## config.mk

```make
export PLATFORM = sky130hd
export DESIGN_NAME = bgtl_blend
export DESIGN_NICKNAME = d
export VERILOG_FILES = /design/src/hdl/bgtl_pkg.sv /design/src/hdl/bgtl_blend.sv
export SDC_FILE = /design/constraint.sdc
export NUM_CORES = 2
export LEC_CHECK = 0
export BUFFER_PORTS_ARGS = -buffer_cell sky130_fd_sc_hd__buf_2
export CAP_MARGIN = 25
export CORE_MARGIN = 4
export CORE_UTILIZATION = 55
export CTS_CLUSTER_DIAMETER = 60
export CTS_CLUSTER_SIZE = 16
export DETAILED_ROUTE_END_ITERATION = 10
export MAX_ROUTING_LAYER = met4
export PLACE_DENSITY = 0.71
export SYNTH_ARGS = -nofsm -noshare
export SYNTH_HDL_FRONTEND = slang
export SYNTH_SLANG_ARGS = --single-unit
```

## constraint.sdc

```tcl
create_clock -name clk -period 11.01 [get_ports clk]
set_input_delay 3.303 -clock clk [delete_from_list [all_inputs] [get_ports clk]]
set_output_delay 3.303 -clock clk [all_outputs]
set_load 0.1 [all_outputs]
```

## src/hdl/bgtl_pkg.sv

```systemverilog
// bilinear gain table lookup: shared types, field widths and register codes
// no dependencies; imported by every module of the block
`default_nettype none

package bgtl_pkg;

	// fixed field widths of the stream items
	localparam int DIR_W      = 16;
	localparam int INV_W      = 24;
	localparam int GRID_W     = 7;
	localparam int CTR_W      = 6;
	localparam int WIDX_W     = 6;
	localparam int IN_GAIN_W  = 16;
	localparam int OUT_GAIN_W = 16;

	// position product and cell index widths
	localparam int POS_FRAC = 23;
	localparam int MAG_W    = DIR_W + INV_W;
	localparam int CELL_W   = MAG_W - POS_FRAC + 1;
	localparam int IDX_W    = CELL_W + 2;

	// stream packing
	localparam int S_TDATA_W = 64;
	localparam int M_TDATA_W = 16;

	// configuration port
	localparam int CFG_IDX_W  = 3;
	localparam int CFG_DATA_W = 24;

	localparam logic [CFG_IDX_W-1:0] REG_GRID_WIDTH    = 3'd0;
	localparam logic [CFG_IDX_W-1:0] REG_GRID_HEIGHT   = 3'd1;
	localparam logic [CFG_IDX_W-1:0] REG_CENTER_X      = 3'd2;
	localparam logic [CFG_IDX_W-1:0] REG_CENTER_Y      = 3'd3;
	localparam logic [CFG_IDX_W-1:0] REG_INV_SPACING_X = 3'd4;
	localparam logic [CFG_IDX_W-1:0] REG_INV_SPACING_Y = 3'd5;
	localparam logic [CFG_IDX_W-1:0] REG_OOR_GAIN      = 3'd6;

	localparam logic [GRID_W-1:0]     RST_GRID     = 7'd64;
	localparam logic [CTR_W-1:0]      RST_CENTER   = 6'd32;
	localparam logic [INV_W-1:0]      RST_INV      = 24'd256;
	localparam logic [OUT_GAIN_W-1:0] RST_OOR_GAIN = 16'd0;

	// operation codes carried in tuser
	localparam logic OP_WRITE = 1'b0;
	localparam logic OP_QUERY = 1'b1;

	// per-item control flags travelling down the pipeline
	typedef struct packed {
		logic query;
		logic outside;
		logic wr_ok;
	} stage_ctl_t;

endpackage

`default_nettype wire

```

## src/hdl/bgtl_blend.sv

```systemverilog
// bilinear blend: corner products, row sums, column products, rounding and saturation
// depends on bgtl_pkg
`default_nettype none

module bgtl_blend #(
	parameter int GAIN_BITS     = 16,
	parameter int FRACTION_BITS = 12
) (
	input  wire                                   clk,
	input  wire                                   arst_n,
	input  wire                                   in_valid,
	output logic                                  in_ready,
	input  bgtl_pkg::stage_ctl_t                  in_ctl,
	input  wire                                   in_px,
	input  wire                                   in_py,
	input  wire  [FRACTION_BITS-1:0]              in_t,
	input  wire  [FRACTION_BITS-1:0]              in_u,
	input  wire  [3:0][GAIN_BITS-1:0]             in_rd,
	input  wire  [bgtl_pkg::OUT_GAIN_W-1:0]       out_of_range_gain,
	output logic                                  m_tvalid,
	input  wire                                   m_tready,
	output logic [bgtl_pkg::OUT_GAIN_W-1:0]       gain,
	output logic                                  outside
);
	import bgtl_pkg::*;

	localparam int P_W = FRACTION_BITS + 1 + GAIN_BITS;
	localparam int S_W = 2 * FRACTION_BITS + 2 + GAIN_BITS;
	localparam logic [FRACTION_BITS:0] SCALE = {1'b1, {FRACTION_BITS{1'b0}}};
	localparam logic [S_W-1:0] HALF = S_W'(1) << (2 * FRACTION_BITS - 1);

	logic en_s4, en_s5, en_s6, en_s7;
	logic v_s4, v_s5, v_s6, v_s7;

	logic [FRACTION_BITS:0] st, su_s4, su_s5;
	logic [FRACTION_BITS:0] u_s4, u_s5;
	logic [1:0] i00, i10, i01, i11;
	logic [P_W-1:0] p00_s4, p10_s4, p01_s4, p11_s4;
	logic [P_W-1:0] a_s5, b_s5;
	logic [S_W-1:0] qa_s6, qb_s6, sum_r;
	logic [GAIN_BITS-1:0] g;
	logic o_s4, o_s5, o_s6;
	logic [OUT_GAIN_W-1:0] gain_s7;
	logic outside_s7;

	assign en_s7    = !v_s7 || m_tready;
	assign en_s6    = !v_s6 || en_s7;
	assign en_s5    = !v_s5 || en_s6;
	assign en_s4    = !v_s4 || en_s5;
	assign in_ready = en_s4;

	// map parity banks onto cell corners
	always_comb begin
		st  = SCALE - {1'b0, in_t};
		i00 = {in_py, in_px};
		i10 = {in_py, ~in_px};
		i01 = {~in_py, in_px};
		i11 = {~in_py, ~in_px};
	end

	always_ff @(posedge clk or negedge arst_n) begin
		if (!arst_n) begin
			v_s4 <= 1'b0;
			v_s5 <= 1'b0;
			v_s6 <= 1'b0;
			v_s7 <= 1'b0;
		end else begin
			if (en_s4) begin
				v_s4 <= in_valid;
			end
			if (en_s5) begin
				v_s5 <= v_s4;
			end
			if (en_s6) begin
				v_s6 <= v_s5;
			end
			if (en_s7) begin
				v_s7 <= v_s6;
			end
		end
	end

	always_ff @(posedge clk) begin
		if (en_s4) begin
			p00_s4 <= P_W'(st) * P_W'(in_rd[i00]);
			p10_s4 <= P_W'({1'b0, in_t}) * P_W'(in_rd[i10]);
			p01_s4 <= P_W'(st) * P_W'(in_rd[i01]);
			p11_s4 <= P_W'({1'b0, in_t}) * P_W'(in_rd[i11]);
			su_s4  <= SCALE - {1'b0, in_u};
			u_s4   <= {1'b0, in_u};
			o_s4   <= in_ctl.outside;
		end
		if (en_s5) begin
			a_s5  <= p00_s4 + p10_s4;
			b_s5  <= p01_s4 + p11_s4;
			su_s5 <= su_s4;
			u_s5  <= u_s4;
			o_s5  <= o_s4;
		end
		if (en_s6) begin
			qa_s6 <= S_W'(su_s5) * S_W'(a_s5);
			qb_s6 <= S_W'(u_s5) * S_W'(b_s5);
			o_s6  <= o_s5;
		end
		if (en_s7) begin
			gain_s7    <= o_s6 ? out_of_range_gain :
				((32'(g) > 32'({OUT_GAIN_W{1'b1}})) ? {OUT_GAIN_W{1'b1}} : OUT_GAIN_W'(g));
			outside_s7 <= o_s6;
		end
	end

	// round half up, then drop the fraction bits
	always_comb begin
		sum_r = qa_s6 + qb_s6 + HALF;
		g     = sum_r[2*FRACTION_BITS +: GAIN_BITS];
	end

	assign m_tvalid = v_s7;
	assign gain     = gain_s7;
	assign outside  = outside_s7;

	a_enter_s4: assert property (@(posedge clk) disable iff (!arst_n)
		in_valid && in_ready |=> v_s4)
		else $error("accepted query lost entering the blend");

endmodule

`default_nettype wire

```

==> impl_metrics.csv <==
group,metric,value,unit
place,hpwlAfterDp,123000,um
critical_path,worstPathRequired,11400,ps
critical_path,critPathArrivalTime,10560,ps
place,pre_cts_ws,260,ps
yosys,ys.flop_type,"edfxtp_1",
yosys,ys_seq_area_frac,0.154,
timing,timing.hold.ws,424,ps
drt,vias_per_cell,5.59,
run,max_cap_violations,0,
timing,rsz0062_at_grt,"no",
place,dp.cells,8108,
final_layout,nets,8478,
clock_network,cts_sinks,324,
yosys,synth_xor_area_frac,0.0331,
global_route,antenna_found_initial,2,
final_layout,stdcell_count,8169,
clock_network,clock_latency,640,ps
clock_network,cts_hold_buf,0,
global_route,gr-usage-all-layers,0.274,
drt,drt_iter0_markers,3271,
outcome,status,"complete, no violations",
yosys,netlist_instances,6677,
critical_path,cp-end-kind,"flip-flop",
floorplanning,initial_core_util,0.558,
place,io_buffers,129,
timing,fin_skew,22.1,ps
timing,worst_pin_slew,1020,ps
drt,wire_per_inst,19.0,um
yosys,synth_top_family_by_area,"adder cells",
yosys,synthAdderAreaFrac,0.479,
clock_network,clkTransAtPathRegs,70,ps
timing,slew_viol_final,0,
hold_path,hp-class,"flip-flop to flip-flop",
floorplanning,die_area,120000,sq um
clock_network,cts_max_level,1,
critical_path,critPathLaunchType,"input pin",
drt,ant_nets,0,
timing,maxSlewHeadroom,0.314,
drt,firstDrtPassIters,6,
critical_path,slowest_delay,560,ps
place,finalWeightedCongestion,0.955,
clock_network,cts-buffers-inserted,31,
clock_network,cts_buffer_depth,3,
yosys,synthDistinctLibCells,82,
yosys,syn_nets,8512,
timing,fin_ws,841,ps
floorplanning,die_y,347,um
yosys,synth_simple_gate_area_frac,0.148,
timing,clock.fmax,98.3,MHz
final_layout,area_growth,5.32,%
timing,finalSetupViolCount,0,
clock_network,cts_resized,0,
floorplanning,num_io_pins,132,
clock_network,cts-root-buf,"clkbuf_16",
final_layout,fin_area,66400,sq um
yosys,syn_area_per_cell,9.44,sq um
yosys,async_flop_share,0.0123,
timing,final-hold-violation-count,0,
yosys,synth_compound_area_frac,0.0678,
yosys,synth-edff-count,320,
floorplanning,die_w,347,um
timing,period_needed,10170,ps
global_route,gr-total-overflow,0,
critical_path,cp_max_fo,6,
yosys,netlist_area,63100,sq um
yosys,ys_warn_count,0,
clock_network,cts_tree,"yes",
critical_path,crit_type,"input pin to flip-flop",
drt,drc,0,
critical_path,worst-r2r-setup-slack,3780,ps
global_route,grt_pass1_vias,48675,
yosys,synth_mux_area_frac,0.0194,
place,dpl_cell_area,65300,sq um
drt,via_count,45626,
floorplanning,rows,123,
global_route,grt_max_degree,68,
drt,wirelength,156000,um
global_route,grt_pass1_wl,257000,um
final_layout,drive_above_1_share,0.0554,
timing,post-route-period-util,0.924,
clock_network,postCtsSetupBuffers,0,
floorplanning,fp.coreArea,113000,sq um
critical_path,crit_slowest_cell,"xnor2_1",
yosys,ys_ff_latch,324,
==> routing by layer <==
| layer | vias to the layer above | part of all wire | wire length (um) | GRT usage |
|---|---|---|---|---|
| met4 | 0 | 0.039 | 6050 | 0.0896 |
| li1 | 20537 | - | - | - |
| met5 | - | 0 | 0 | - |
| met1 | 23027 | 0.42 | 65000 | 0.367 |
| met3 | 300 | 0.075 | 11700 | 0.0343 |
| met2 | 1762 | 0.47 | 72900 | 0.437 |
==> worst paths after layout <==
kind	from	cells after the start	end
worst max-delay path	in_t[1]	28	p01_s4[28]$_DFFE_PP_
worst min-delay path	u_s4[10]$_DFFE_PP_	0	u_s5[10]$_DFFE_PP_
min in group asynchronous	arst_n	1	v_s6$_DFFE_PN0P_
max in group asynchronous	arst_n	1	v_s4$_DFFE_PN0P_
worst max register to register	su_s5[6]$_DFFE_PP_	21	qa_s6[38]$_DFFE_PP_
worst min register to register	u_s4[10]$_DFFE_PP_	0	u_s5[10]$_DFFE_PP_
==> per-stage QoR <==
stage / utilization / setup TNS (ps)
global placement: 0.577 / 0
CTS: 0.587 / 0
detailed placement: 0.577 / 0
floorplan: - / -362
global route: 0.587 / 0
finish: 0.587 / 0
==> layout make-up <==
type,count,area (sq um)
inverters,1352,5070
well taps,1500,1880
multi-input cells,4705,47200
fillers,9709,46700
diodes,3,7.51
clock inverters,18,256
clock buffers,38,812
flip-flops and latches,324,9710
repair buffers,229,1440
==> worst max-delay path: cells and delay by family <==
kind            cells  cell delay [ps]
simple gates        4             1080
xor+xnor            2              690
buf+inv             6              390
compound gates      9             1980
fa+ha+maj           7             3080
==> state kept, by name, indices dropped and copies added, names as in the netlist, 11 cells and up <==
signal  cells
qa_s6      40
b_s5       29
u_s4       11
gain       16
p10_s4     28
a_s5       29
p00_s4     29
p01_s4     29
u_s5       11
su_s4      13
p11_s4     28
qb_s6      40
su_s5      13
==> synthesized netlist by cell type (all sizes together) (15+ instances only) <==
master	instances	area share
o21ai	117	0.0093
buf	19	0.0012
fa	1155	0.37
a211oi	26	0.0033
o21a	52	0.0062
a21o	106	0.013
inv	1351	0.080
xnor2	172	0.024
and2	512	0.051
mux4	44	0.016
nor2	224	0.013
o21bai	24	0.0029
nand2b	23	0.0023
a31oi	21	0.0021
xor2	66	0.0092
nor3	40	0.0032
clkbuf	277	0.016
nand3	47	0.0037
ha	567	0.11
a21oi	187	0.015
nor2b	25	0.0025
edfxtp	320	0.15
and3	20	0.0020
nand2	1078	0.064
o31ai	16	0.0019
o211ai	15	0.0018
==> cell families after synthesis <==
kind of cell,Yosys count
AND/OR/NAND/NOR,2028
flip-flops,324
buffers and inverters,1648
AO/OA/AOI/OAI,651
adder cells (fa/ha/maj),1722
XOR/XNOR,238
multiplexers,66
==> layout by cell type, fill, tap and decap left out, types with 8 or more instances in the layout <==
master,netlist,layout
or3_1,13,13
buf_4,0,99
mux4_2,44,44
o21ai_0,108,108
inv_1,1351,1351
fa_1,1155,1155
xnor2_1,172,168
clkbuf_16,0,31
nor2_1,224,224
a31oi_1,21,21
o211ai_1,15,15
mux2_2,10,10
edfxtp_1,320,320
nand4_1,13,13
ha_1,567,567
nor3_1,40,40
a21boi_0,9,9
a21o_1,105,105
buf_2,4,128
and3_1,20,20
nand2b_1,23,23
a211oi_1,23,23
o21ai_1,8,8
and2_1,511,511
o31ai_1,16,16
a21oi_1,185,185
nand2_1,1078,1077
xor2_1,66,64
nand3_1,47,46
o21a_1,52,52
mux2i_1,12,12
nor2b_1,25,24
o21bai_1,24,24
Power is not shown: default switching activity piles up to over one toggle a cycle in this logic, so the estimate is an artifact.
