`src/hdl/bgtl_pkg.sv`:
```
// bilinear gain table lookup: shared types, field widths and register codes
// no dependencies; imported by every module of the block
`default_nettype none

package bgtl_pkg;

	// fixed field widths of the stream items
	localparam int DIR_W      = 16;
	localparam int INV_W      = 24;
	localparam int GRID_W     = 7;
	localparam int CTR_W      = 6;
	localparam int WIDX_W     = 6;
	localparam int IN_GAIN_W  = 16;
	localparam int OUT_GAIN_W = 16;

	// position product and cell index widths
	localparam int POS_FRAC = 23;
	localparam int MAG_W    = DIR_W + INV_W;
	localparam int CELL_W   = MAG_W - POS_FRAC + 1;
	localparam int IDX_W    = CELL_W + 2;

	// stream packing
	localparam int S_TDATA_W = 64;
	localparam int M_TDATA_W = 16;

	// configuration port
	localparam int CFG_IDX_W  = 3;
	localparam int CFG_DATA_W = 24;

	localparam logic [CFG_IDX_W-1:0] REG_GRID_WIDTH    = 3'd0;
	localparam logic [CFG_IDX_W-1:0] REG_GRID_HEIGHT   = 3'd1;
	localparam logic [CFG_IDX_W-1:0] REG_CENTER_X      = 3'd2;
	localparam logic [CFG_IDX_W-1:0] REG_CENTER_Y      = 3'd3;
	localparam logic [CFG_IDX_W-1:0] REG_INV_SPACING_X = 3'd4;
	localparam logic [CFG_IDX_W-1:0] REG_INV_SPACING_Y = 3'd5;
	localparam logic [CFG_IDX_W-1:0] REG_OOR_GAIN      = 3'd6;

	localparam logic [GRID_W-1:0]     RST_GRID     = 7'd64;
	localparam logic [CTR_W-1:0]      RST_CENTER   = 6'd32;
	localparam logic [INV_W-1:0]      RST_INV      = 24'd256;
	localparam logic [OUT_GAIN_W-1:0] RST_OOR_GAIN = 16'd0;

	// operation codes carried in tuser
	localparam logic OP_WRITE = 1'b0;
	localparam logic OP_QUERY = 1'b1;

	// per-item control flags travelling down the pipeline
	typedef struct packed {
		logic query;
		logic outside;
		logic wr_ok;
	} stage_ctl_t;

endpackage

`default_nettype wire

```
`src/hdl/bgtl_front.sv`:
```
// front stages: direction times reciprocal spacing, then floor, centre offset and range check
// depends on bgtl_pkg
`default_nettype none

module bgtl_front #(
	parameter int MAX_COLS      = 64,
	parameter int MAX_ROWS      = 64,
	parameter int GAIN_BITS     = 16,
	parameter int FRACTION_BITS = 12,
	localparam int COL_W        = $clog2(MAX_COLS),
	localparam int ROW_W        = $clog2(MAX_ROWS)
) (
	input  wire                                   clk,
	input  wire                                   arst_n,
	input  wire                                   in_valid,
	output logic                                  in_ready,
	input  wire                                   in_op,
	input  wire  [bgtl_pkg::WIDX_W-1:0]           in_col,
	input  wire  [bgtl_pkg::WIDX_W-1:0]           in_row,
	input  wire  [bgtl_pkg::IN_GAIN_W-1:0]        in_gain,
	input  wire  signed [bgtl_pkg::DIR_W-1:0]     in_dir_x,
	input  wire  signed [bgtl_pkg::DIR_W-1:0]     in_dir_y,
	input  wire  [bgtl_pkg::GRID_W-1:0]           grid_width,
	input  wire  [bgtl_pkg::GRID_W-1:0]           grid_height,
	input  wire  [bgtl_pkg::CTR_W-1:0]            center_x,
	input  wire  [bgtl_pkg::CTR_W-1:0]            center_y,
	input  wire  [bgtl_pkg::INV_W-1:0]            inv_spacing_x,
	input  wire  [bgtl_pkg::INV_W-1:0]            inv_spacing_y,
	output logic                                  out_valid,
	input  wire                                   out_ready,
	output bgtl_pkg::stage_ctl_t                  out_ctl,
	output logic [COL_W-1:0]                      out_ix,
	output logic [ROW_W-1:0]                      out_iy,
	output logic [FRACTION_BITS-1:0]              out_t,
	output logic [FRACTION_BITS-1:0]              out_u,
	output logic [bgtl_pkg::WIDX_W-1:0]           out_col,
	output logic [bgtl_pkg::WIDX_W-1:0]           out_row,
	output logic [GAIN_BITS-1:0]                  out_gain
);
	import bgtl_pkg::*;

	logic en_s1, en_s2;
	logic v_s1, v_s2;

	// stage 1 registers
	stage_ctl_t         ctl_s1;
	logic [MAG_W-1:0]   mag_x_s1, mag_y_s1;
	logic               neg_x_s1, neg_y_s1;
	logic [WIDX_W-1:0]  col_s1, row_s1;
	logic [GAIN_BITS-1:0] gain_s1;

	// stage 2 registers
	stage_ctl_t         ctl_s2;
	logic [COL_W-1:0]   ix_s2;
	logic [ROW_W-1:0]   iy_s2;
	logic [FRACTION_BITS-1:0] t_s2, u_s2;
	logic [WIDX_W-1:0]  col_s2, row_s2;
	logic [GAIN_BITS-1:0] gain_s2;

	logic [DIR_W-1:0]   abs_x, abs_y;
	logic [MAG_W-1:0]   prod_x, prod_y;
	logic               wr_ok;

	logic               cfg_ok;
	logic [CELL_W-1:0]  cell_x, cell_y;
	logic [POS_FRAC-1:0] frac_x, frac_y;
	logic signed [IDX_W-1:0] off_x, off_y, ix, iy;
	logic               out_x, out_y;

	assign en_s2    = !v_s2 || out_ready;
	assign en_s1    = !v_s1 || en_s2;
	assign in_ready = en_s1;

	// floored cell magnitude: negative positions round away from zero
	function automatic logic [CELL_W-1:0] cell_of(input logic [MAG_W-1:0] mag,
			input logic neg);
		logic rnd;
		rnd = neg && (mag[POS_FRAC-1:0] != '0);
		return CELL_W'(mag[MAG_W-1:POS_FRAC]) + CELL_W'(rnd);
	endfunction

	function automatic logic [POS_FRAC-1:0] frac_of(input logic [MAG_W-1:0] mag,
			input logic neg);
		logic [POS_FRAC-1:0] lo;
		lo = mag[POS_FRAC-1:0];
		return neg ? (POS_FRAC'(0) - lo) : lo;
	endfunction

	// stage 1: magnitude product
	always_comb begin
		abs_x  = in_dir_x[DIR_W-1] ? DIR_W'(-in_dir_x) : DIR_W'(in_dir_x);
		abs_y  = in_dir_y[DIR_W-1] ? DIR_W'(-in_dir_y) : DIR_W'(in_dir_y);
		prod_x = MAG_W'(abs_x) * MAG_W'(inv_spacing_x);
		prod_y = MAG_W'(abs_y) * MAG_W'(inv_spacing_y);
		wr_ok  = (in_op == OP_WRITE) && (32'(in_col) < MAX_COLS) &&
			(32'(in_row) < MAX_ROWS);
	end

	always_ff @(posedge clk or negedge arst_n) begin
		if (!arst_n) begin
			v_s1 <= 1'b0;
		end else if (en_s1) begin
			v_s1 <= in_valid;
		end
	end

	always_ff @(posedge clk) begin
		if (en_s1) begin
			ctl_s1   <= '{query: (in_op == OP_QUERY), outside: 1'b0, wr_ok: wr_ok};
			mag_x_s1 <= prod_x;
			mag_y_s1 <= prod_y;
			neg_x_s1 <= in_dir_x[DIR_W-1];
			neg_y_s1 <= in_dir_y[DIR_W-1];
			col_s1   <= in_col;
			row_s1   <= in_row;
			gain_s1  <= GAIN_BITS'(in_gain);
		end
	end

	// stage 2: floor, offset by centre, range check
	always_comb begin
		cfg_ok = (grid_width != '0) && (32'(grid_width) <= MAX_COLS) &&
			(grid_height != '0) && (32'(grid_height) <= MAX_ROWS) &&
			(GRID_W'(center_x) < grid_width) && (GRID_W'(center_y) < grid_height);
		cell_x = cell_of(mag_x_s1, neg_x_s1);
		cell_y = cell_of(mag_y_s1, neg_y_s1);
		frac_x = frac_of(mag_x_s1, neg_x_s1);
		frac_y = frac_of(mag_y_s1, neg_y_s1);
		off_x  = neg_x_s1 ? -signed'(IDX_W'(cell_x)) : signed'(IDX_W'(cell_x));
		off_y  = neg_y_s1 ? -signed'(IDX_W'(cell_y)) : signed'(IDX_W'(cell_y));
		ix     = signed'(IDX_W'(center_x)) + off_x;
		iy     = signed'(IDX_W'(center_y)) + off_y;
		out_x  = ix[IDX_W-1] || (ix + IDX_W'(1) >= signed'(IDX_W'(grid_width)));
		out_y  = iy[IDX_W-1] || (iy + IDX_W'(1) >= signed'(IDX_W'(grid_height)));
	end

	always_ff @(posedge clk or negedge arst_n) begin
		if (!arst_n) begin
			v_s2 <= 1'b0;
		end else if (en_s2) begin
			v_s2 <= v_s1;
		end
	end

	always_ff @(posedge clk) begin
		if (en_s2) begin
			ctl_s2  <= '{query: ctl_s1.query, outside: !cfg_ok || out_x || out_y,
				wr_ok: ctl_s1.wr_ok};
			ix_s2   <= ix[COL_W-1:0];
			iy_s2   <= iy[ROW_W-1:0];
			t_s2    <= frac_x[POS_FRAC-1 -: FRACTION_BITS];
			u_s2    <= frac_y[POS_FRAC-1 -: FRACTION_BITS];
			col_s2  <= col_s1;
			row_s2  <= row_s1;
			gain_s2 <= gain_s1;
		end
	end

	assign out_valid = v_s2;
	assign out_ctl   = ctl_s2;
	assign out_ix    = ix_s2;
	assign out_iy    = iy_s2;
	assign out_t     = t_s2;
	assign out_u     = u_s2;
	assign out_col   = col_s2;
	assign out_row   = row_s2;
	assign out_gain  = gain_s2;

	a_no_query_write: assert property (@(posedge clk) disable iff (!arst_n)
		v_s2 |-> !(ctl_s2.query && ctl_s2.wr_ok))
		else $error("item marked both as query and as table write");

	a_s2_holds: assert property (@(posedge clk) disable iff (!arst_n)
		v_s2 && !out_ready |=> v_s2)
		else $error("stalled item dropped from stage 2");

endmodule

`default_nettype wire

```
`config.mk`:
```
export PLATFORM = sky130hd
export DESIGN_NAME = bgtl_front
export DESIGN_NICKNAME = d
export VERILOG_FILES = /design/src/hdl/bgtl_pkg.sv /design/src/hdl/bgtl_front.sv
export SDC_FILE = /design/constraint.sdc
export NUM_CORES = 2
export LEC_CHECK = 0
export BUFFER_PORTS_ARGS = -buffer_cell sky130_fd_sc_hd__buf_2
export CORE_MARGIN = 2
export CORE_UTILIZATION = 45
export CTS_CLUSTER_SIZE = 28
export DETAILED_ROUTE_END_ITERATION = 6
export PLACE_DENSITY = 0.68
export SYNTH_ARGS = -nofsm -noshare
export SYNTH_HDL_FRONTEND = slang
export SYNTH_SLANG_ARGS = --single-unit
```
`constraint.sdc`:
```
create_clock -name clk -period 10 [get_ports clk]
set_input_delay 0.5 -clock clk [delete_from_list [all_inputs] [get_ports clk]]
set_output_delay 0.5 -clock clk [all_outputs]
set_load 0.1 [all_outputs]
```
==> impl_metrics.csv <==
group,metric,value,unit
timing,setup_tns,0,ns
critical_path,cp_common_cell,"fa_1",
critical_path,required,10.21,ns
cts,cts_max_level,4,
yosys,synth-seq-cells,181,
timing,drv_slew,0,
grt,antenna_found_initial,1,
yosys,synth_edf_count,179,
layout,final_nets,4839,
hold_path,hold-path-cell-count,1,
critical_path,worstPathArrival,9.02,ns
yosys,synth_cells,3704,
cts,postCtsResizedCells,0,
floorplanning,rows,101,
cts,post_cts_buffers,0,
critical_path,critPathLaunch,"in_dir_y[0]",
hold_path,min_from,"in_gain[13]",
route,dr_total_vias,25565,
run,maxCapViolCount,0,
critical_path,cpPeakStageDelay,0.98,ns
layout,stdcell_count,4859,
yosys,ys_warn_count,0,
layout,syn2layout_area_growth,8.15,%
yosys,synth_common_cells,"inv_1, fa_1, nand2_1, ha_1, edfxtp_1",
critical_path,worstPathMaxFanout,28,
timing,rsz0062_at_grt,"false",
critical_path,r2r-start,"mag_y_s1[0]",
timing,skew,0.0116,ns
cts,clockBufferDepth,2,
floorplanning,io_pins,208,
route,drt_drc_violations_left,4,
critical_path,r2r_end,"out_ctl[1]",
yosys,ys_seq_area_share,15.6,%
timing,slew_headroom,16.5,%
yosys,syn-num-nets,4727,
critical_path,worst_r2r_path_depth,29,
placed_design,placed_area,0.0369,sq mm
grt,grt_pass1_wl,138,mm
route,wl_per_cell,17.6,um
placed_design,placed_cells,4826,
placed_design,io_buffers,207,
floorplanning,die_w,282,um
grt,grt_pass1_vias,25981,
hold_path,holdPathEnd,"gain_s1[13]",
grt,overflow,0,
route,drt-pass1-iter-count,7,
floorplanning,die_h,282,um
floorplanning,dieArea,0.0793,sq mm
yosys,ys_types,90,
yosys,async_reset_ff_share,1.10,%
route,postRouteAntennaNets,0,
critical_path,r2r_slack,1.69,ns
timing,fin_hold_ws,0.204,ns
cts,clkSinkCount,181,
yosys,synthFlopType,"edfxtp_1",
route,drt_iter0_drc,1831,
grt,grt_usage,22.2,%
placed_design,dp_hpwl,67.2,mm
critical_path,crit_slowest_cell,"xnor2_2",
route,via_per_inst,5.26,
yosys,syn_avg_cell_area,9.37,sq um
status,status,"finished, violations left",
grt,grt_max_degree,69,
critical_path,start_kind,"input pin",
hold_path,hold_class,"in2reg",
cts,cts_made_buffers,17,
cts,cts_root_buf,"clkbuf_16",
timing,period_share,88.1,%
yosys,synth_top_cell_by_area,"fa_1",
cts,path_clk_slew,0.08,ns
route,wl,85.4,mm
cts,cts_tree,"done",
timing,fmax,113,MHz
timing,setup_viol,0,
status,failed_checks,"DRC",
placed_design,place.gp.congestion,0.876,
layout,fin_area,0.0375,sq mm
critical_path,critical_path_class,"in2reg",
timing,worst_slew_pin_slew,1.25,ns
cts,clock_latency,0.47,ns
floorplanning,core,0.0761,sq mm
layout,insertedDiodeCount,0,
timing,fin_crit,8.81,ns
yosys,yosysTopAreaCellShare,35.4,%
yosys,synthTopCellsByArea,"fa_1, edfxtp_1, ha_1",
floorplanning,start_util,45.6,%
timing,final_hold_viol_count,0,
layout,drive_gt1_share,9.04,%
critical_path,end_kind,"flop",
yosys,synth_area,0.0347,sq mm
yosys,synth_most_common_cell,"inv_1",
-- cells in the final DEF, fill, tap and decap left out, types with 10 or more instances in the layout --
cell type	n
a211oi_1	13
a21o_1	51
a21oi_1	86
a31oi_1	14
and2_1	121
and3_1	18
buf_2	207
buf_4	33
clkbuf_16	17
edfxtp_1	179
fa_1	614
ha_1	270
inv_1	681
nand2_1	605
nand2b_1	42
nand3_1	50
nand4_1	19
nor2_1	68
nor2b_1	137
nor3_1	40
nor4_1	16
o21ai_0	69
o21ai_1	10
o21bai_1	21
o31ai_1	19
or2_2	15
or3_1	16
or4_1	11
xnor2_1	145
xnor2_2	16
xor2_1	47
-- worst max-delay path by stage --
| stage | endpoint | slack (ns) | cells past startpoint |
|---|---|---|---|
| 3_3_place_gp | mag_y_s1[39] | 0.87 | 29 |
| 4_1_cts | mag_y_s1[39] | 1.28 | 29 |
| 2_1_floorplan | mag_y_s1[39] | 1.54 | 29 |
| 6_report | mag_y_s1[39] | 1.19 | 29 |
| 3_5_place_dp | mag_y_s1[39] | 0.83 | 29 |
| 5_1_grt | mag_y_s1[39] | 0.63 | 29 |
-- layout make-up --
class                           instances  area, sq um
Clock buffer                           17          425
Inverter                              682         2560
Clock inverter                         15          176
Sequential cell                       181         5430
Timing Repair Buffer                  241         1290
Multi-Input combinational cell       2693        26400
Fill cell                            7153        38600
Tap cell                             1030         1290
-- cells by family (layout without fill, tap and decap cells) --
logic type | after synthesis | after routing | synth area share (%)
buffers and inverters | 830 | 955 | 9.09
and+or+nand+nor | 1204 | 1204 | 17.0
DFF | 181 | 181 | 15.6
AOI/OAI and AO/OA | 379 | 379 | 7.34
xor gates and xnor gates | 217 | 217 | 5.52
adders and majority gates | 884 | 884 | 45.2
muxes | 9 | 9 | 0.267
-- sequential cells by signal, summed over array words and instances, names as in the netlist --
signal	cells
ctl_s1	2
out_iy	6
neg_x_s1	1
neg_y_s1	1
out_u	12
col_s1	6
out_valid	1
out_gain	16
out_ix	6
mag_y_s1	40
out_t	12
out_ctl	3
out_row	6
out_col	6
mag_x_s1	40
row_s1	6
gain_s1	16
v_s1	1
-- metrics by stage --
step | util, % | setup slack, ns
final | 49.3 | 1.19
after global routing | 49.3 | 0.634
after CTS | 49.3 | 1.28
after detailed placement | 48.5 | 0.831
after global placement | 48.5 | 0.868
after floorplan | - | 1.54
-- critical path: cells and delay by family --
family / cells / cell delay, ns
and+or+nand+nor: 5 / 0.99
AOI/OAI and AO/OA: 9 / 1.95
adders and majority gates: 8 / 3.80
xor gates and xnor gates: 2 / 1.09
buffers and inverters: 5 / 0.70
-- timing repair --
action	CTS	global route
hold buffers	1	0
hold endpoints to repair	2	0
endpoints found under the setup margin	0	0
-- routing by layer --
layer / part of all wire [%] / track usage, % / vias up
met3: 7.4 / 4.53 / 129
met1: 45 / 31.8 / 12696
li1: - / - / 11873
met2: 45 / 34.0 / 867
met4: 2.6 / 6.45 / 0
met5: 0 / 0 / -
Power is not shown: default switching activity piles up to over one toggle a cycle in this logic, so the estimate is an artifact.
